===== src/sv/lsh_pkg.sv =====
// Shared types, constants and register codes of the Laplacian sharpening block.
`default_nettype none
package lsh_pkg;

    localparam int PIXEL_BITS    = 16;
    localparam int MAX_WIDTH_DEF = 1024;
    localparam int MAX_HEIGHT    = 4096;

    localparam int CFG_WIDTH_W  = 11;
    localparam int CFG_HEIGHT_W = 13;
    localparam int CFG_GAIN_W   = 16;
    localparam int CFG_DATA_W   = 16;
    localparam int CFG_INDEX_W  = 2;
    localparam int ROW_W        = 12;

    localparam int FRAC_BITS = 12;

    localparam logic [CFG_WIDTH_W-1:0]  RST_FRAME_WIDTH  = CFG_WIDTH_W'(256);
    localparam logic [CFG_HEIGHT_W-1:0] RST_FRAME_HEIGHT = CFG_HEIGHT_W'(256);
    localparam logic [CFG_GAIN_W-1:0]   RST_SHARPEN_GAIN = '0;

    typedef enum logic [CFG_INDEX_W-1:0] {
        REG_FRAME_WIDTH  = 2'd0,
        REG_FRAME_HEIGHT = 2'd1,
        REG_SHARPEN_GAIN = 2'd2
    } lsh_reg_t;

    typedef enum logic [1:0] {
        LSH_PRIME_CUR,
        LSH_PRIME_NEXT,
        LSH_RUN
    } lsh_state_t;

    typedef struct packed {
        logic [PIXEL_BITS-1:0] pixel_in;
        logic                  fill_item;
    } lsh_in_t;

    typedef struct packed {
        logic [PIXEL_BITS-1:0] pixel_out;
        logic                  clamped;
        logic                  frame_end;
    } lsh_out_t;

    // One column of the line buffers: row above and center row.
    typedef struct packed {
        logic [PIXEL_BITS-1:0] above;
        logic [PIXEL_BITS-1:0] center;
    } lsh_word_t;

    // Neighborhood handed from the scan control to the arithmetic pipe.
    typedef struct packed {
        logic                  valid;
        logic                  border;
        logic                  frame_end;
        logic [PIXEL_BITS-1:0] p;
        logic [PIXEL_BITS-1:0] l;
        logic [PIXEL_BITS-1:0] r;
        logic [PIXEL_BITS-1:0] u;
        logic [PIXEL_BITS-1:0] d;
    } lsh_issue_t;

endpackage
`default_nettype wire


===== src/sv/lsh_sharpen_pipe.sv =====
// Three-stage sharpening arithmetic: Laplacian, gain product, round and clamp.
`default_nettype none
module lsh_sharpen_pipe (
    input  wire logic                                 clk,
    input  wire logic                                 rst_n,
    input  wire lsh_pkg::lsh_issue_t                  issue,
    output logic                                      ready,
    input  wire logic signed [lsh_pkg::CFG_GAIN_W-1:0] gain,
    output logic                                      res_valid,
    input  wire logic                                 res_stall,
    output lsh_pkg::lsh_out_t                         res_data
);

    localparam int PB = lsh_pkg::PIXEL_BITS;
    localparam int LW = PB + 3;
    localparam int PW = lsh_pkg::CFG_GAIN_W + LW;
    localparam int QW = PW - lsh_pkg::FRAC_BITS;
    localparam int VW = QW + 1;

    logic en1, en2, en3;

    logic                 v1_reg, v2_reg, v3_reg;
    logic                 b1_reg, b2_reg;
    logic                 fe1_reg, fe2_reg;
    logic [PB-1:0]        p1_reg, p2_reg;
    logic signed [LW-1:0] lap_reg, lap_next;
    logic signed [PW-1:0] prod_reg, prod_next;
    lsh_pkg::lsh_out_t    out_reg, out_next;

    logic signed [PW-1:0] rnd;
    logic signed [QW-1:0] q;
    logic signed [VW-1:0] v;

    assign en3   = !v3_reg || !res_stall;
    assign en2   = !v2_reg || en3;
    assign en1   = !v1_reg || en2;
    assign ready = en1;

    // 4p - l - r - u - d, exact.
    assign lap_next = $signed({1'b0, issue.p, 2'b00})
                      - $signed({3'b000, issue.l}) - $signed({3'b000, issue.r})
                      - $signed({3'b000, issue.u}) - $signed({3'b000, issue.d});

    assign prod_next = gain * lap_reg;

    // Round half up, floor shift, add to p, clamp.
    always_comb
    begin
        rnd = prod_reg + PW'(1 << (lsh_pkg::FRAC_BITS - 1));
        q   = rnd[PW-1:lsh_pkg::FRAC_BITS];
        v   = $signed({{(VW-PB){1'b0}}, p2_reg}) + VW'(q);
        out_next.frame_end = fe2_reg;
        if (b2_reg)
        begin
            out_next.pixel_out = p2_reg;
            out_next.clamped   = 1'b0;
        end
        else if (v[VW-1])
        begin
            out_next.pixel_out = '0;
            out_next.clamped   = 1'b1;
        end
        else if (|v[VW-2:PB])
        begin
            out_next.pixel_out = '1;
            out_next.clamped   = 1'b1;
        end
        else
        begin
            out_next.pixel_out = v[PB-1:0];
            out_next.clamped   = 1'b0;
        end
    end

    always_ff @(posedge clk or negedge rst_n)
    begin
        if (!rst_n)
        begin
            v1_reg <= 1'b0;
            v2_reg <= 1'b0;
            v3_reg <= 1'b0;
        end
        else
        begin
            if (en1)
                v1_reg <= issue.valid;
            if (en2)
                v2_reg <= v1_reg;
            if (en3)
                v3_reg <= v2_reg;
        end
    end

    always_ff @(posedge clk)
    begin
        if (en1)
        begin
            b1_reg  <= issue.border;
            fe1_reg <= issue.frame_end;
            p1_reg  <= issue.p;
            lap_reg <= lap_next;
        end
        if (en2)
        begin
            b2_reg   <= b1_reg;
            fe2_reg  <= fe1_reg;
            p2_reg   <= p1_reg;
            prod_reg <= prod_next;
        end
        if (en3)
        begin
            out_reg <= out_next;
        end
    end

    assign res_valid = v3_reg;
    assign res_data  = out_reg;

endmodule
`default_nettype wire

===== config.mk =====
export PLATFORM = sky130hd
export DESIGN_NAME = lsh_sharpen_pipe
export DESIGN_NICKNAME = d
export VERILOG_FILES = /design/src/sv/lsh_pkg.sv /design/src/sv/lsh_sharpen_pipe.sv
export SDC_FILE = /design/constraint.sdc
export NUM_CORES = 1
export LEC_CHECK = 0
export ABC_AREA = 1
export BUFFER_PORTS_ARGS = -buffer_cell sky130_fd_sc_hd__buf_2
export CAP_MARGIN = 10
export CELL_PAD_IN_SITES_DETAIL_PLACEMENT = 1
export CELL_PAD_IN_SITES_GLOBAL_PLACEMENT = 1
export CORE_MARGIN = 2
export CORE_UTILIZATION = 25
export DETAILED_ROUTE_END_ITERATION = 8
export HOLD_SLACK_MARGIN = 0.03
export PLACE_DENSITY_LB_ADDON = 0.1
export SYNTH_ARGS = -nofsm -noshare
export SYNTH_HDL_FRONTEND = slang
export SYNTH_SLANG_ARGS = --single-unit

===== constraint.sdc =====
create_clock -name clk -period 5.3 [get_ports clk]
set_input_delay 1.06 -clock clk [delete_from_list [all_inputs] [get_ports clk]]
set_output_delay 1.06 -clock clk [all_outputs]
set_load 0.005 [all_outputs]

After elaboration in Yosys (flattened, before gate mapping)
Cells that the tools add are included.

$add $sub $neg: 6. Multipliers: 1. Muxes and demuxes: 3. Reduce and logical (&&, ||, !) cells: 8.

Operators by type and width (number): 19-bit by 17-bit subtractor with 19-bit output (3); 17-bit 2-to-1 mux (3); 35-bit by 13-bit adder with 35-bit output (second input constant) (1); 16-bit by 19-bit multiplier with 35-bit output (1); 17-bit by 23-bit adder with 24-bit output (1); 18-bit by 16-bit subtractor with 19-bit output (1); 7-bit OR reduction (1); 1-bit zero test (4); 1-bit logical OR (3).

Register bits after elaboration: 111. Input port bits: 102. Word-level logic and storage cells: 32.

Logic depth before layout (Yosys ltp)
Gate-level depths: netlist of run 1.

Depth after elaboration: 6. Depth in mapped cells: 28. Depth with buffers taken out: 26.

Worst setup path after synthesis of run 1
No wires, ideal clock.

Path kind: input -> register. From: input gain[2] (netlist name). To: register prod_reg[24], data pin. Setup time: 0.265 ns. Data arrival time: 6.260 ns. Required time: 5.035 ns. Slack: -1.225 ns. Stages: 22. Path through: clkbuf_1 buf_1 nand2_1 fa_1 fa_1 fa_1 fa_1 inv_1 fa_1 inv_1 fa_1 inv_1 ha_1 nand2_1 nor2_1 inv_1 nor3_1 a21oi_1 o21ai_0 nand2_1 o21ai_0 xor2_1.

Longest elaborated chain between the ends: 1.

Ends and longest elaborated chain: from (decl) (RTL line lsh_sharpen_pipe.sv:8) `input wire logic signed [lsh_pkg::CFG_GAIN_W-1:0] gain,`; 16-bit by 19-bit multiplier with 35-bit output (RTL line lsh_sharpen_pipe.sv:44) `assign prod_next = gain * lap_reg;`; named net prod_next[24] (RTL line lsh_sharpen_pipe.sv:27) `logic signed [PW-1:0] prod_reg, prod_next;`; to (signal assigned) (RTL line lsh_sharpen_pipe.sv:108) `prod_reg <= prod_next;`; to (decl) (RTL line lsh_sharpen_pipe.sv:27).

The timed path passes the listed nets, and every way through them passes these cells. A chain may end at the register's enable or synchronous reset.

Worst setup path after layout of run 1
From: input gain[15] (netlist name). To: register prod_reg[27], data pin.

Same word-level chain as after synthesis.

==> out/metrics.csv, run 1 <==
metric;value;unit
status;finished, violations left;
violations;negative setup slack;
critPathCaptureType;flop;
final_common_cell;inv_1;
cts_tree;yes;
clock_path_buffers;2;
cts_buffers;9;
fin_worst_skew;0.0102;ns
cts_hold_buf;0;
final_cells;3457;
tns;-12.46;ns
ys_top_cells_by_area;fa_1 (38%), edfxtp_1 (16%), inv_1 (12%);
cp.required;5.49;ns
path_cells;buf_8, clkinvlp_4, buf_4, buf_4, or2_2, fa_1, fa_1, fa_1, fa_1, fa_1, fa_1, inv_1, ha_4, buf_4, nand2_2, nor2_4, inv_2, nor2_4, nand3_1, o21ai_2, xor2_1;
fin_crit;6.00;ns
gp_congestion;0.793;
area_growth_syn_to_layout;30.8;%
critical_path.max_stage_delay;0.56;ns
drc_errors;0;
final_cell_mix;inv_1 (518), nand2_1 (449), fa_1 (329), buf_4 (196), buf_2 (106);
slew_violations;0;
largest_register_ffs;24;
drv_cap;0;
vias;14547;
grt_pass1_wl;95.9;mm
postRouteAntennaNets;0;
grt_setup_unrepaired;yes;
start_util;0.251;
crit_path_start_kind;input port;
worst-slew-pin-transition;0.851;ns
cts-root-buf;clkbuf_16;
cp.arrival;6.19;ns
finalWirelength;59.5;mm
routedWlPerCell;17.2;um
critical-path-slowest-cell;fa_1;
synth.distinct_cells;46;
netlist_instances;2154;
nets;3059;
worstPathMaxFanout;3;
ctsHtreeMaxLevel;3;
fmax;167;MHz
hold_viol_final;0;
die_w;277;um
numClockSinks;100;
placed_cells;3401;
synth_nets;2730;
die_area;76700;um2
drt_iter0_drc;464;
rows;100;
worstSetupPathType;input port to flop;
slew-limit-headroom;0.431;
path_clk_slew;0.08;ns
overflow;0;
syn_area_per_cell;8.64;um2
grt_pass1_vias;17204;
vias_per_cell;4.21;
hold_class;flop to flop;
synth_area_leader_cell;fa_1;
ys_seq_elements;100;
fillers;8637;
grt_max_degree;43;
synth_area;18600;um2
die_y;277;um
clock_latency;0.37;ns
yosysTopAreaCellShare;0.377;
fin_crit_sh;1.13;
antenna_found_initial;4;
crit_buf_inv;7;
cpMostUsedCell;fa_1;
fin_util;0.329;
drive_above_1_share;0.280;
yosys_warnings;0;
io_buffers;121;
regArea;2990;um2
setup_viol;24;
antennaDiodeCount;0;
setup_ws;-0.699;ns
track_usage;0.161;
post-dp-hpwl;50.9;mm
coreArea;74100;um2
firstDrtPassIters;5;
cpLargestDelayFamily;adder cells;
multi_input_area;14300;um2
place_ws;-1.37;ns
seq_area_frac_synth;0.161;
ios;122;
==> timing repair <==
action | in CTS | in global routing
setup endpoints to repair | 24 | 24
cloned | 2 | 0
pin swaps | 79 | 74
buffers inserted | 30 | 16
resized for setup | 203 | 96
==> area by class of cell <==
cell class                 instances  area share
multi-input combinational       1406       0.587
timing repair buffer             388       0.140
sequential                       100       0.123
inverter                         578      0.0893
tap                              969      0.0498
clock buffer                       9     0.00925
clock inverter                     7     0.00278
==> cells by family after synthesis <==
kind of cell	synth area share
AND/OR/NAND/NOR	0.160
adder cells (fa/ha/maj)	0.460
AO/OA/AOI/OAI	0.0475
XOR/XNOR	0.0376
buffers and inverters	0.134
flip-flops	0.161
==> cell usage after synthesis (all sizes together) <==
cell type / n
a211oi: 2
nor4: 2
o31ai: 1
xor2: 52
buf: 15
nand2: 513
ha: 123
edfxtp: 97
nor2: 100
nand3b: 4
a221oi: 3
nand3: 47
a21boi: 6
nand4: 9
a31oi: 8
a21o: 10
xnor2: 28
nor3: 13
dfrtp: 3
o221ai: 1
clkbuf: 55
clkinv: 1
fa: 351
a21oi: 68
o21bai: 3
a22oi: 1
nor3b: 2
o211ai: 3
inv: 577
o21ai: 44
or2: 7
o2111ai: 2
or3: 1
o21a: 2
==> final timing paths <==
kind,startpoint,end,slack (ns),depth (start not counted)
hold reg to reg,p1_reg[2],p2_reg[2],0.41,0
hold / removal,p1_reg[2],p2_reg[2],0.41,0
min in group asynchronous,rst_n,res_valid,0.48,1
setup reg to reg,lap_reg[5],prod_reg[28],-0.42,19
setup / recovery,gain[15],prod_reg[27],-0.70,21
max in group asynchronous,rst_n,v2_reg,4.71,1
==> worst reg2reg max path, stage by stage, from the launching register on <==
cell,delay [ns]
edfxtp_1,0.38
buf_12,0.18
buf_4,0.16
nand2_1,0.07
fa_1,0.53
inv_1,0.05
fa_1,0.57
fa_1,0.46
fa_1,0.51
fa_1,0.60
inv_2,0.05
fa_1,0.51
inv_2,0.05
ha_4,0.22
a21o_1,0.21
a31oi_4,0.22
o21ai_2,0.09
a221oi_2,0.30
o21ai_2,0.12
xor2_1,0.19
==> stage by stage <==
stage	hold WS (ns)	cell area [um2]
after global placement	0.402	22600
final	0.411	24300
after floorplan	0.400	19300
after global routing	0.420	24300
after CTS	0.415	23900
after detailed placement	0.406	22600
==> routing by layer <==
| metal | vias up | GRT usage | wire [um] |
|---|---|---|---|
| met5 | - | 0 | 0 |
| met4 | 0 | 0.0288 | 1260 |
| met3 | 35 | 0.0166 | 1230 |
| met2 | 97 | 0.288 | 30000 |
| met1 | 7415 | 0.210 | 26900 |
| li1 | 7000 | - | - |
Power of run 1 is not shown: default switching activity piles up to over one toggle a cycle in this logic, so the estimate is an artifact.
==> run 2, diff against run 1 <==
CELL_PAD_IN_SITES_DETAIL_PLACEMENT = default   (was 1)
CELL_PAD_IN_SITES_GLOBAL_PLACEMENT = default   (was 1)
PLACE_DENSITY_LB_ADDON = default   (was 0.1)
==> out/metrics.csv, run 2 (same netlist as run 1, synthesis figures left out) <==
metric;value;unit;change
firstDrtPassIters;5;;unchanged
fillers;7651;;-11%
grt_max_degree;43;;unchanged
start_util;0.251;;unchanged
crit_path_start_kind;input port;;
final_common_cell;inv_1;;
cpMostUsedCell;fa_1;;
clock_path_buffers;2;;unchanged
finalWirelength;50.9;mm;-14%
setup_ws;-0.611;ns;+0.0879 ns
drive_above_1_share;0.291;;+0.0106
worstSetupPathType;input port to flop;;
drt_iter0_drc;615;;+33%
grt_pass1_vias;16019;;-6.9%
post-dp-hpwl;42.4;mm;-17%
die_y;277;um;unchanged
ctsHtreeMaxLevel;3;;unchanged
cp.arrival;6.01;ns;-0.18 ns
coreArea;74100;um2;unchanged
numClockSinks;100;;unchanged
antennaDiodeCount;0;;unchanged
cts_buffers;9;;unchanged
fin_area;24400;um2;+0.14%
cpLargestDelayFamily;adder cells;;
critical-path-slowest-cell;fa_1;;
nets;3054;;-0.16%
clock_latency;0.35;ns;-0.02 ns
fmax;169;MHz;+1.5%
post_dp_cell_area;22500;um2;-0.66%
postRouteAntennaNets;0;;unchanged
die_area;76700;um2;unchanged
cts_tree;yes;;
slew_violations;0;;unchanged
path_cells;buf_6, clkinvlp_4, buf_6, or2_4, fa_1, fa_1, inv_1, fa_1, fa_1, fa_1, inv_1, fa_1, inv_2, ha_4, a21o_4, a21oi_2, o21ai_2, a221oi_2, nand2_2, buf_6, xor2_2;;
tns;-9.97;ns;+2.49 ns
path_clk_slew;0.07;ns;about the same
hold_class;flop to flop;;
fin_crit_sh;1.12;;-0.0166
grt_setup_unrepaired;yes;;
worstPathMaxFanout;5;;+2
largest_register_ffs;24;;unchanged
fin_worst_skew;0.00651;ns;-0.00365 ns
die_w;277;um;unchanged
critPathCaptureType;flop;;
fin_crit;5.91;ns;-0.0879 ns
ios;122;;unchanged
rows;100;;unchanged
cts-root-buf;clkbuf_16;;
gp_congestion;0.868;;+9.4%
critical_path.max_stage_delay;0.51;ns;-0.05 ns
violations;negative setup slack;;
overflow;0;;unchanged
io_buffers;121;;unchanged
final_cell_mix;inv_1 (508), nand2_1 (439), fa_1 (328), buf_4 (191), buf_2 (107);;
crit_buf_inv;7;;unchanged
grt_pass1_wl;83.3;mm;-13%
area_growth_syn_to_layout;31.0;%;
cp.required;5.40;ns;-0.09 ns
hold_viol_final;0;;unchanged
drv_cap;0;;unchanged
vias;14524;;-0.16%
hold_ws;0.414;ns;+0.00245 ns
setup_viol;24;;unchanged
track_usage;0.137;;-0.0240
routedWlPerCell;14.8;um;-14%
status;finished, violations left;;
fin_util;0.329;;+0.000457
slew-limit-headroom;0.471;;+0.0397
antenna_found_initial;0;;-4
worst-slew-pin-transition;0.792;ns;-0.0593 ns
vias_per_cell;4.21;;about the same
drc_errors;0;;unchanged
==> run 2: cell types whose count changed in the layout (fill, tap and decap cells not counted), sizes merged <==
cell | before | now
buf | 384 | 382
bufbuf | 2 | 1
clkinvlp | 2 | 1
inv | 580 | 579
==> run 2: timing repair <==
item                       in CTS  in global routing
pin swaps                     103                 81
cloned                          5                  0
gates resized for setup       222                120
hold buffers                    0                  0
buffers inserted               34                 17
setup endpoints to repair      24                 24
==> run 2: layout make-up <==
| cell class | count | area, um2 | share of cell area |
|---|---|---|---|
| clock inverter | 5 | 35.0 | 0.00144 |
| sequential | 100 | 2990 | 0.123 |
| tap | 969 | 1210 | 0.0497 |
| clock buffer | 11 | 233 | 0.00955 |
| timing repair buffer | 383 | 3330 | 0.137 |
| inverter | 578 | 2170 | 0.0891 |
| multi-input combinational | 1406 | 14400 | 0.591 |
==> run 2: path summary, 6_finish.rpt <==
kind,to,slack (ns),from,cells after the start
max,prod_reg[30],-0.61,gain[15],21
min,fe2_reg,0.41,fe1_reg,0
max reg2reg,prod_reg[25],-0.36,lap_reg[6],23
min reg2reg,fe2_reg,0.41,fe1_reg,0
max in group asynchronous,v1_reg,4.69,rst_n,1
min in group asynchronous,res_valid,0.49,rst_n,1
==> run 2: routing by layer <==
metal | share of wire | vias up | global-route usage
met4 | 0.030 | 0 | 0.0366
met2 | 0.53 | 191 | 0.255
met5 | 0 | - | 0
met3 | 0.025 | 73 | 0.0138
li1 | - | 7002 | -
met1 | 0.42 | 7258 | 0.167
==> run 2: metrics by stage <==
stage                     worst slack [ns]  cells
final                               -0.611   3452
after global routing                -0.711   3452
after CTS                           -0.580   3437
after detailed placement             -1.24   3386
after global placement               -1.20   3386
after floorplan                     -0.726   2154
Power of run 2 is left out for the same reason.
