--- src/sv/lsh_pkg.sv ---
// Shared types, constants and register codes of the Laplacian sharpening block.
`default_nettype none
package lsh_pkg;

    localparam int PIXEL_BITS    = 16;
    localparam int MAX_WIDTH_DEF = 1024;
    localparam int MAX_HEIGHT    = 4096;

    localparam int CFG_WIDTH_W  = 11;
    localparam int CFG_HEIGHT_W = 13;
    localparam int CFG_GAIN_W   = 16;
    localparam int CFG_DATA_W   = 16;
    localparam int CFG_INDEX_W  = 2;
    localparam int ROW_W        = 12;

    localparam int FRAC_BITS = 12;

    localparam logic [CFG_WIDTH_W-1:0]  RST_FRAME_WIDTH  = CFG_WIDTH_W'(256);
    localparam logic [CFG_HEIGHT_W-1:0] RST_FRAME_HEIGHT = CFG_HEIGHT_W'(256);
    localparam logic [CFG_GAIN_W-1:0]   RST_SHARPEN_GAIN = '0;

    typedef enum logic [CFG_INDEX_W-1:0] {
        REG_FRAME_WIDTH  = 2'd0,
        REG_FRAME_HEIGHT = 2'd1,
        REG_SHARPEN_GAIN = 2'd2
    } lsh_reg_t;

    typedef enum logic [1:0] {
        LSH_PRIME_CUR,
        LSH_PRIME_NEXT,
        LSH_RUN
    } lsh_state_t;

    typedef struct packed {
        logic [PIXEL_BITS-1:0] pixel_in;
        logic                  fill_item;
    } lsh_in_t;

    typedef struct packed {
        logic [PIXEL_BITS-1:0] pixel_out;
        logic                  clamped;
        logic                  frame_end;
    } lsh_out_t;

    // One column of the line buffers: row above and center row.
    typedef struct packed {
        logic [PIXEL_BITS-1:0] above;
        logic [PIXEL_BITS-1:0] center;
    } lsh_word_t;

    // Neighborhood handed from the scan control to the arithmetic pipe.
    typedef struct packed {
        logic                  valid;
        logic                  border;
        logic                  frame_end;
        logic [PIXEL_BITS-1:0] p;
        logic [PIXEL_BITS-1:0] l;
        logic [PIXEL_BITS-1:0] r;
        logic [PIXEL_BITS-1:0] u;
        logic [PIXEL_BITS-1:0] d;
    } lsh_issue_t;

endpackage
`default_nettype wire

--- src/sv/lsh_scan_ctrl.sv ---
// Raster scan control: counters, line buffer read-ahead and write-back.
`default_nettype none
module lsh_scan_ctrl #(
    parameter int MAX_WIDTH = lsh_pkg::MAX_WIDTH_DEF
) (
    input  wire logic                                  clk,
    input  wire logic                                  rst_n,
    input  wire logic                                  px_valid,
    input  wire lsh_pkg::lsh_in_t                      px_data,
    output logic                                       px_stall,
    input  wire logic                                  pipe_ready,
    input  wire logic [lsh_pkg::CFG_WIDTH_W-1:0]       frame_width,
    input  wire logic [lsh_pkg::CFG_HEIGHT_W-1:0]      frame_height,
    input  wire logic                                  width_wr,
    output logic                                       rd_en,
    output logic [$clog2(MAX_WIDTH)-1:0]               rd_addr,
    input  wire lsh_pkg::lsh_word_t                    rd_data,
    output logic                                       wr_en,
    output logic [$clog2(MAX_WIDTH)-1:0]               wr_addr,
    output lsh_pkg::lsh_word_t                         wr_data,
    output lsh_pkg::lsh_issue_t                        issue
);

    localparam int AW   = $clog2(MAX_WIDTH);
    localparam int WREQ = $clog2(MAX_WIDTH + 1);
    localparam int WW   = (WREQ > lsh_pkg::CFG_WIDTH_W) ? WREQ : lsh_pkg::CFG_WIDTH_W;
    localparam int SW   = WW + 1;
    localparam int HW   = lsh_pkg::CFG_HEIGHT_W;
    localparam int RW   = lsh_pkg::ROW_W;

    lsh_pkg::lsh_state_t state_reg, state_next;

    logic [AW-1:0]                   col_reg, col_next;
    logic [RW-1:0]                   row_reg, row_next;
    logic                            drain_reg, drain_next;
    logic [lsh_pkg::PIXEL_BITS-1:0]  left_reg, left_next;
    lsh_pkg::lsh_word_t              cur_reg, cur_next;

    logic [WW-1:0] fw_ext, wc, col_c, wc_last;
    logic [HW-1:0] hc, row_c;
    logic [SW-1:0] col_p1, col_p2, look_cur1, look_next2;
    logic          running, prime_rd, prime_load, prime_second;
    logic          accept, step, pixel_step;

    // Clamp the size registers to their legal ranges.
    always_comb
    begin
        fw_ext = WW'(frame_width);
        if (fw_ext < WW'(3))
            wc = WW'(3);
        else if (fw_ext > WW'(MAX_WIDTH))
            wc = WW'(MAX_WIDTH);
        else
            wc = fw_ext;
        if (frame_height < HW'(3))
            hc = HW'(3);
        else if (frame_height > HW'(lsh_pkg::MAX_HEIGHT))
            hc = HW'(lsh_pkg::MAX_HEIGHT);
        else
            hc = frame_height;
        wc_last = wc - WW'(1);
        col_c   = (WW'(col_reg) >= wc) ? wc_last : WW'(col_reg);
        row_c   = (HW'(row_reg) >= hc) ? (hc - HW'(1)) : HW'(row_reg);
        col_p1  = SW'(col_c) + SW'(1);
        col_p2  = SW'(col_c) + SW'(2);
        look_cur1  = (col_p1 >= SW'(wc)) ? '0 : col_p1;
        look_next2 = (col_p2 >= SW'(wc)) ? (col_p2 - SW'(wc)) : col_p2;
    end

    // Read-ahead priming after reset or a width change.
    always_comb
    begin
        state_next = state_reg;
        case (state_reg)
            lsh_pkg::LSH_PRIME_CUR:  state_next = lsh_pkg::LSH_PRIME_NEXT;
            lsh_pkg::LSH_PRIME_NEXT: state_next = lsh_pkg::LSH_RUN;
            lsh_pkg::LSH_RUN:        state_next = lsh_pkg::LSH_RUN;
            default:                 state_next = lsh_pkg::LSH_PRIME_CUR;
        endcase
        if (width_wr)
            state_next = lsh_pkg::LSH_PRIME_CUR;
    end

    always_comb
    begin
        running      = 1'b0;
        prime_rd     = 1'b0;
        prime_load   = 1'b0;
        prime_second = 1'b0;
        case (state_reg)
            lsh_pkg::LSH_PRIME_CUR:
            begin
                prime_rd = 1'b1;
            end
            lsh_pkg::LSH_PRIME_NEXT:
            begin
                prime_rd     = 1'b1;
                prime_load   = 1'b1;
                prime_second = 1'b1;
            end
            lsh_pkg::LSH_RUN:
            begin
                running = 1'b1;
            end
            default:
            begin
                running = 1'b0;
            end
        endcase
    end

    assign px_stall   = !(running && pipe_ready);
    assign accept     = px_valid && !px_stall;
    assign step       = accept && (drain_reg || !px_data.fill_item);
    assign pixel_step = step && !drain_reg;

    // cur_reg holds column col_c, rd_data holds column col_c+1.
    always_comb
    begin
        rd_en = prime_rd || step;
        if (prime_rd && !prime_second)
            rd_addr = col_c[AW-1:0];
        else if (prime_second)
            rd_addr = look_cur1[AW-1:0];
        else
            rd_addr = look_next2[AW-1:0];
    end

    assign wr_en          = pixel_step;
    assign wr_addr        = col_c[AW-1:0];
    assign wr_data.above  = cur_reg.center;
    assign wr_data.center = px_data.pixel_in;

    always_comb
    begin
        issue.valid     = accept && (drain_reg || (!px_data.fill_item && (row_c != '0)));
        issue.border    = drain_reg || (col_c == '0) || (col_c == wc_last)
                          || (row_c == HW'(1));
        issue.frame_end = drain_reg && (col_c == wc_last);
        issue.p         = cur_reg.center;
        issue.l         = left_reg;
        issue.r         = rd_data.center;
        issue.u         = cur_reg.above;
        issue.d         = px_data.pixel_in;
    end

    always_comb
    begin
        col_next   = col_reg;
        row_next   = row_reg;
        drain_next = drain_reg;
        left_next  = left_reg;
        cur_next   = cur_reg;
        if (prime_load)
            cur_next = rd_data;
        if (step)
        begin
            cur_next = rd_data;
            if (!drain_reg)
                left_next = cur_reg.center;
            if (col_p1 >= SW'(wc))
            begin
                col_next = '0;
                if (drain_reg)
                begin
                    row_next   = '0;
                    drain_next = 1'b0;
                end
                else if ((row_c + HW'(1)) >= hc)
                begin
                    row_next   = '0;
                    drain_next = 1'b1;
                end
                else
                begin
                    row_next = RW'(row_c + HW'(1));
                end
            end
            else
            begin
                col_next = col_p1[AW-1:0];
                row_next = RW'(row_c);
            end
        end
    end

    always_ff @(posedge clk or negedge rst_n)
    begin
        if (!rst_n)
        begin
            state_reg <= lsh_pkg::LSH_PRIME_CUR;
            col_reg   <= '0;
            row_reg   <= '0;
            drain_reg <= 1'b0;
        end
        else
        begin
            state_reg <= state_next;
            col_reg   <= col_next;
            row_reg   <= row_next;
            drain_reg <= drain_next;
        end
    end

    always_ff @(posedge clk)
    begin
        left_reg <= left_next;
        cur_reg  <= cur_next;
    end

endmodule
`default_nettype wire

--- config.mk ---
export PLATFORM = sky130hd
export DESIGN_NAME = lsh_scan_ctrl
export DESIGN_NICKNAME = d
export VERILOG_FILES = /design/src/sv/lsh_pkg.sv /design/src/sv/lsh_scan_ctrl.sv
export SDC_FILE = /design/constraint.sdc
export NUM_CORES = 1
export LEC_CHECK = 0
export CAP_MARGIN = 40
export CORE_ASPECT_RATIO = 1.25
export CORE_MARGIN = 2
export CORE_UTILIZATION = 45
export CTS_BUF_LIST = sky130_fd_sc_hd__clkbuf_4 sky130_fd_sc_hd__clkbuf_8
export CTS_CLUSTER_SIZE = 28
export DETAILED_ROUTE_END_ITERATION = 10
export DONT_BUFFER_PORTS = 1
export GPL_TIMING_DRIVEN = 0
export PLACE_DENSITY_LB_ADDON = 0.08
export SETUP_SLACK_MARGIN = 0.2
export SYNTH_ARGS = -nofsm -noshare
export SYNTH_HDL_FRONTEND = slang
export SYNTH_SLANG_ARGS = --single-unit
export TNS_END_PERCENT = 1
--- constraint.sdc ---
create_clock -name clk -period 8.34 [get_ports clk]
set_input_delay 0.834 -clock clk [delete_from_list [all_inputs] [get_ports clk]]
set_output_delay 0.834 -clock clk [all_outputs]
set_load 0.01 [all_outputs]
# After elaboration in Yosys (flattened, before gate mapping)

Cells that the tools add are included.

Add/subtract/negate cells: 6
Multipliers: 0
Divide/modulo/power cells: 0
Magnitude comparators: 9
Eq/ne operators: 4
Shifts and indexed selects: 0
Muxes and demuxes: 23
Bitwise gates (word level): 1
Reductions and logical operators: 26

Operator list:

| cell                                                                   | count |
|---|---|
| 32-bit two-way mux                                                     | 2 |
| 10-bit two-way mux                                                     | 5 |
| 13-bit two-way mux                                                     | 3 |
| 12-bit two-way mux                                                     | 3 |
| 11-bit two-way mux                                                     | 3 |
| 12-bit by 11-bit greater-or-equal comparator with 1-bit output         | 2 |
| 13-bit by 1-bit adder with 13-bit output, second input constant        | 1 |
| 13-bit by 1-bit equality test with 1-bit output, second input constant | 1 |
| 12-bit by 13-bit greater-or-equal comparator with 1-bit output         | 1 |
| 13-bit greater-or-equal comparator                                     | 1 |
| 13-bit > comparator, second input constant                             | 1 |
| 13-bit by 2-bit < comparator with 1-bit output, second input constant  | 1 |
| 13-bit nonzero test                                                    | 1 |
| 13-bit by 1-bit subtractor with 13-bit output, second input constant   | 1 |
| 11-bit by 1-bit adder with 12-bit output, second input constant        | 1 |
| 11-bit by 2-bit adder with 12-bit output, second input constant        | 1 |
| 11-bit equality test                                                   | 1 |
| 10-bit by 11-bit greater-or-equal comparator with 1-bit output         | 1 |
| 11-bit > comparator, second input constant                             | 1 |
| 11-bit zero test                                                       | 1 |
| 11-bit by 2-bit < comparator with 1-bit output, second input constant  | 1 |
| 11-bit by 1-bit subtractor with 11-bit output, second input constant   | 1 |
| 10-bit subtractor                                                      | 1 |
| 1-bit logical AND                                                      | 8 |
| 12 further kinds                                                       | 26 |

Bits in registers: 73
Latch bits: 0
Memory bits (writable): 0
Memory bits (read-only): 0
Bits of input ports: 78
Output and inout port bits: 138
Logic and storage cells: 76
Memories kept: 0

# Depth between registers and ports, before layout

Depth in word-level cells: 10
Depth in mapped cells: 33
Depth with buffers taken out: 30

# Worst setup path after synthesis

Ideal clock, no wire load.

Path kind: input to output
Start point: input port frame_width[7] (netlist name)
End point: output port rd_addr[7]
Data arrival time: 5.758 ns
Data required time: 7.506 ns
Slack: 1.748 ns
Cell stages on the path: 24
Path buffers: 2
Cell sequence: nor3_1 and3_1 o21ai_0 inv_1 ha_1 nand2b_1 a31oi_1 o211ai_1 a21o_1 buf_2 buf_2 mux2_2 inv_1 ha_1 ha_1 a21o_1 a21oi_1 nor2_1 o31a_1 o21ai_1 nand2_1 or3_1 o22ai_1 a311o_1

Word-level cells in the longest chain between the ends: 10
Elaborated cells on any way between the ends: 16
Those cells by class: add/sub: 4; order compare: 5; mux: 7

Ends and longest elaborated chain:

| element                                                                                                                         | RTL line                                 | text |
|---|---|---|
| start, declared                                                                                                                 | lsh_scan_ctrl.sv:12                      | `input wire logic [lsh_pkg::CFG_WIDTH_W-1:0] frame_width,` |
| 11-bit > comparator                                                                                                             | lsh_scan_ctrl.sv:51                      | `else if (fw_ext > WW'(MAX_WIDTH))` |
| 11-bit two-way mux                                                                                                              | lsh_scan_ctrl.sv:51                      |  |
| 11-bit two-way mux *                                                                                                            | lsh_scan_ctrl.sv:49                      | `if (fw_ext < WW'(3))` |
| 11-bit by 1-bit subtractor with 11-bit output or 10-bit by 11-bit greater-or-equal comparator with 1-bit output (tied branches) | lsh_scan_ctrl.sv:61, lsh_scan_ctrl.sv:62 |  |
| 11-bit two-way mux *                                                                                                            | lsh_scan_ctrl.sv:62                      | `col_c = (WW'(col_reg) >= wc) ? wc_last : WW'(col_reg);` |
| via wr_addr[0]                                                                                                                  | lsh_scan_ctrl.sv:19                      | `output logic [$clog2(MAX_WIDTH)-1:0] wr_addr,` |
| 11-bit by 2-bit adder with 12-bit output or 11-bit by 1-bit adder with 12-bit output (tied branches)                            | lsh_scan_ctrl.sv:65, lsh_scan_ctrl.sv:64 |  |
| 10-bit subtractor, or another cell as far along                                                                                 | lsh_scan_ctrl.sv:67                      | `look_next2 = (col_p2 >= SW'(wc)) ? (col_p2 - SW'(wc)) : col_p2;` |
| 10-bit two-way mux, on equally long branches                                                                                    | lsh_scan_ctrl.sv:67, lsh_scan_ctrl.sv:66 |  |
| 10-bit two-way mux *                                                                                                            | lsh_scan_ctrl.sv:123                     | `else if (prime_second)` |
| 10-bit two-way mux *                                                                                                            | lsh_scan_ctrl.sv:121                     | `if (prime_rd && !prime_second)` |
| end, declared                                                                                                                   | lsh_scan_ctrl.sv:16                      | `output logic [$clog2(MAX_WIDTH)-1:0] rd_addr,` |

Mark *: on every way through the listed nets, which the timed path passes. The rest lies on a longest branch.

# Worst setup path after layout

Start point: input port frame_width[7] (netlist name)
End point: output port rd_addr[3]

Word-level cells in the longest chain between the ends: 10
Elaborated cells on any way between the ends: 16
Those cells by class: add/sub: 4; order compare: 5; mux: 7

Ends and longest elaborated chain:

| element                                                                                                                         | RTL line |
|---|---|
| 11-bit > comparator                                                                                                             | lsh_scan_ctrl.sv:51 |
| 11-bit two-way mux                                                                                                              | lsh_scan_ctrl.sv:51 |
| 11-bit two-way mux *                                                                                                            | lsh_scan_ctrl.sv:49 |
| 11-bit by 1-bit subtractor with 11-bit output or 10-bit by 11-bit greater-or-equal comparator with 1-bit output (tied branches) | lsh_scan_ctrl.sv:61, lsh_scan_ctrl.sv:62 |
| 11-bit two-way mux                                                                                                              | lsh_scan_ctrl.sv:62 |
| 11-bit by 2-bit adder with 12-bit output or 11-bit by 1-bit adder with 12-bit output (tied branches)                            | lsh_scan_ctrl.sv:65, lsh_scan_ctrl.sv:64 |
| 10-bit subtractor, or another cell as far along                                                                                 | lsh_scan_ctrl.sv:67 |
| 10-bit two-way mux, on equally long branches                                                                                    | lsh_scan_ctrl.sv:67, lsh_scan_ctrl.sv:66 |
| 10-bit two-way mux                                                                                                              | lsh_scan_ctrl.sv:123 |
| 10-bit two-way mux *                                                                                                            | lsh_scan_ctrl.sv:121 |

Mark *: on every way between the ends. The rest lies on a longest branch, timed or not.

==> results_dict.tcl <==
set metrics [dict create \
    gp_congestion 0.960 \
    yosysTopAreaCell "edfxtp_1" \
    grt_antenna_before_repair 0 \
    fin_tns_setup_ns 0 \
    grt_pass1_vias 6031 \
    dpl_cell_area_mm2 0.00728 \
    slew_violations 0 \
    crit_cells 23 \
    cp-start-kind "primary input" \
    rsz0062_at_grt "yes" \
    synth_cells 797 \
    fin_area_mm2 0.00754 \
    fin_nets 953 \
    worstSetupStartpoint "frame_width[7]" \
    largest_reg_flops 32 \
    worst_ep_required_time_ns 7.51 \
    synth_compound_area_share_pct 20.1 \
    syn_avg_cell_area_um2 8.76 \
    fin_ws_ns 0.714 \
    multi_input_area_mm2 0.00415 \
    slowest_delay_ns 0.52 \
    vias_per_cell 5.95 \
    fp-row-count 50 \
    r2r_end "row_reg[10]" \
    p_comb_share_pct 65.3 \
    synth.top_cell.area_share_pct 20.6 \
    root_buffer "clkbuf_8" \
    peakVddDrop_v 0.000334 \
    synth_nets 940 \
    ys_seq_area_share_pct 29.6 \
    synth_common_cells "nand2_1 (86), buf_4 (66), ha_1 (65), o21ai_0 (50)" \
    critical_path_buf_inv_count 4 \
    p_clk_share_pct 13.0 \
    min_period_ns 7.63 \
    drive_gt1_share_pct 16.2 \
    leakage_nw 3.13 \
    crit_family "compound AO/OA/AOI/OAI gates" \
    clockBufferDepth 2 \
    timing.final.crit_share_pct 91.4 \
    cp_slowest_cell "mux2i_1" \
    fillers 1474 \
    overflow 0 \
    wire_per_inst_um 21.5 \
    grt_usage_pct 25.6 \
    hpwl_mm 17.9 \
    diodes 0 \
    cp-end-kind "output pin" \
    synth_xor_area_share_pct 5.64 \
    die_w_um 115 \
    synthAdderAreaFrac_pct 11.8 \
    clock_latency_ns 0.35 \
    synthMuxAreaShare_pct 3.13 \
    wirelength_mm 22.0 \
    path_clk_slew_ns 0.09 \
    dp_slack_ns 0.161 \
    cts_buffers 9 \
    cts_tree "built" \
    vias 6084 \
    ys_async_sr_fraction_pct 34.2 \
    hold_viol 0 \
    port_buffers 0 \
    rrSetupSlack_ns 1.95 \
    ys.flop_type "edfxtp_1" \
    ys_top_cells_by_area "edfxtp_1 (21%), ha_1 (12%), dfrtp_1 (9.0%)" \
    dr.pass1.iters 7 \
    die_area_mm2 0.0165 \
    reg2reg_depth 28 \
    synth.most_common_cell "nand2_1" \
    setup_viol 0 \
    ys_seq_elements 73 \
    synth-edff-count 48 \
    start_util_pct 46.3 \
    grt_pass1_wl_mm 32.7 \
    status "completed" \
    cts.sinks 73 \
    internal_power_mw 1.33 \
    ys_warn_count 0 \
    die_h_um 143 \
    critPathMaxFanout 10 \
    critPathArrivalTime_ns 6.79 \
    worst-slew-pin-transition_ns 0.747 \
    powerDensity_mw_per_mm2 351 \
    drc_errors 0 \
    max_clock_freq_mhz 131 \
    pwr-share-seq_pct 21.7 \
    syn_area_mm2 0.00699 \
    cts_max_level 3 \
    switching_share_pct 49.5 \
    ant_nets 0 \
    fin_skew_ns 0.0179 \
    crit_chain "nor3_2, a31oi_1, nor2_1, inv_1, ha_1, a31oi_1, o211ai_1, a21o_1, buf_2, buf_2, mux2i_1, nor2_1, xnor2_1, ha_1, nand4_1, or2_2, nor3b_1, nand2_1, mux2_2, a31oi_4, buf_4, a211oi_1, a221oi_1" \
    r2r_start "row_reg[3]" \
    synth.distinct_cells 79 \
    grt_max_degree 26 \
    drt_iter0_drc 468 \
    core_area_mm2 0.0151 \
    maxSlewHeadroom_pct 48.8 \
    p_switching_mw 1.31 \
    synth_top_family_by_area "compound AO/OA/AOI/OAI gates" \
    crit_type "in -> out" \
    final-seq-area_mm2 0.00207 \
    area_delta_synth_final_pct 7.88 \
    maxCapViolCount 0 \
    synth-simple-area-share_pct 18.5 \
    hold_path.class "in -> async" \
    io_pins 216 \
]
## metal layers
| metal | share of wire, % | GRT usage (%) | vias up |
|---|---|---|---|
| met1 | 39 | 29.9 | 2963 |
| met3 | 4.2 | 2.78 | 34 |
| met5 | 0 | 0 | - |
| met4 | 2.9 | 10.1 | 0 |
| li1 | - | - | 2886 |
| met2 | 54 | 47.4 | 201 |
## layout make-up
class                           instances  area share (%)
Buffer                                 88            8.38
Clock buffer                           10            1.74
Clock inverter                          6            1.53
Inverter                               41            2.04
Multi-Input combinational cell        595            55.0
Sequential cell                        73            27.4
Tap cell                              208            3.45
Timing Repair Buffer                    2           0.398
## power groups by stage
stage / Combinational, mW / Sequential [mW] / Clock (mW)
3_3_place_gp: 1.67 / 0.581 / 0
4_1_cts: 1.72 / 0.573 / 0.352
3_5_place_dp: 1.70 / 0.580 / 0
2_1_floorplan: 1.31 / 0.541 / 0
5_1_grt: 1.92 / 0.584 / 0.366
6_report: 1.73 / 0.573 / 0.343
## worst max-delay path by stage
| stage | to |
|---|---|
| 3_3_place_gp | rd_addr[3] |
| 4_1_cts | rd_addr[7] |
| 3_5_place_dp | rd_addr[3] |
| 5_1_grt | row_reg[10] |
| 2_1_floorplan | rd_addr[7] |
| 6_report | rd_addr[3] |
## timing repair
action | CTS | global route
setup buffers | 0 | 0
resized for setup | 1 | 4
hold buffers | 0 | 0
setup endpoints to repair | 1 | 13
## through the flow
stage               instances  hold slack (ns)  util (%)  power [mW]
floorplan                 797            0.489         -        1.85
global placement         1005            0.539      48.1        2.25
detailed placement       1007            0.539      48.3        2.28
CTS                      1023            0.157      49.9        2.64
global route             1023            0.140      50.0        2.87
finish                   1023            0.173      50.0        2.64
## cell families after synthesis
kind of cell	after synthesis
AND/OR/NAND/NOR	256
buffers and inverters	129
multiplexers	21
XOR/XNOR	45
flip-flops	73
adder cells (fa/ha/maj)	66
AO/OA/AOI/OAI	207
## cell usage in the layout (no fill, tap or decap), drive strengths merged, types with 8 or more instances in the layout
| cell | Yosys | routed |
|---|---|---|
| clkbuf | 14 | 24 |
| nor2 | 48 | 48 |
| dfrtp | 25 | 25 |
| nor4 | 9 | 9 |
| edfxtp | 48 | 48 |
| nand2 | 88 | 88 |
| o211ai | 10 | 10 |
| inv | 41 | 42 |
| nand3 | 29 | 29 |
| and3 | 11 | 11 |
| a31oi | 15 | 15 |
| xnor2 | 28 | 28 |
| a21o | 13 | 13 |
| nor3 | 17 | 17 |
| nor2b | 8 | 8 |
| buf | 74 | 76 |
| ha | 65 | 65 |
| o21ai | 55 | 55 |
| mux2i | 17 | 17 |
| xor2 | 17 | 17 |
| a21oi | 38 | 38 |
| nand4 | 10 | 10 |
| a211oi | 8 | 8 |
Power figures use the tool's default switching activity.
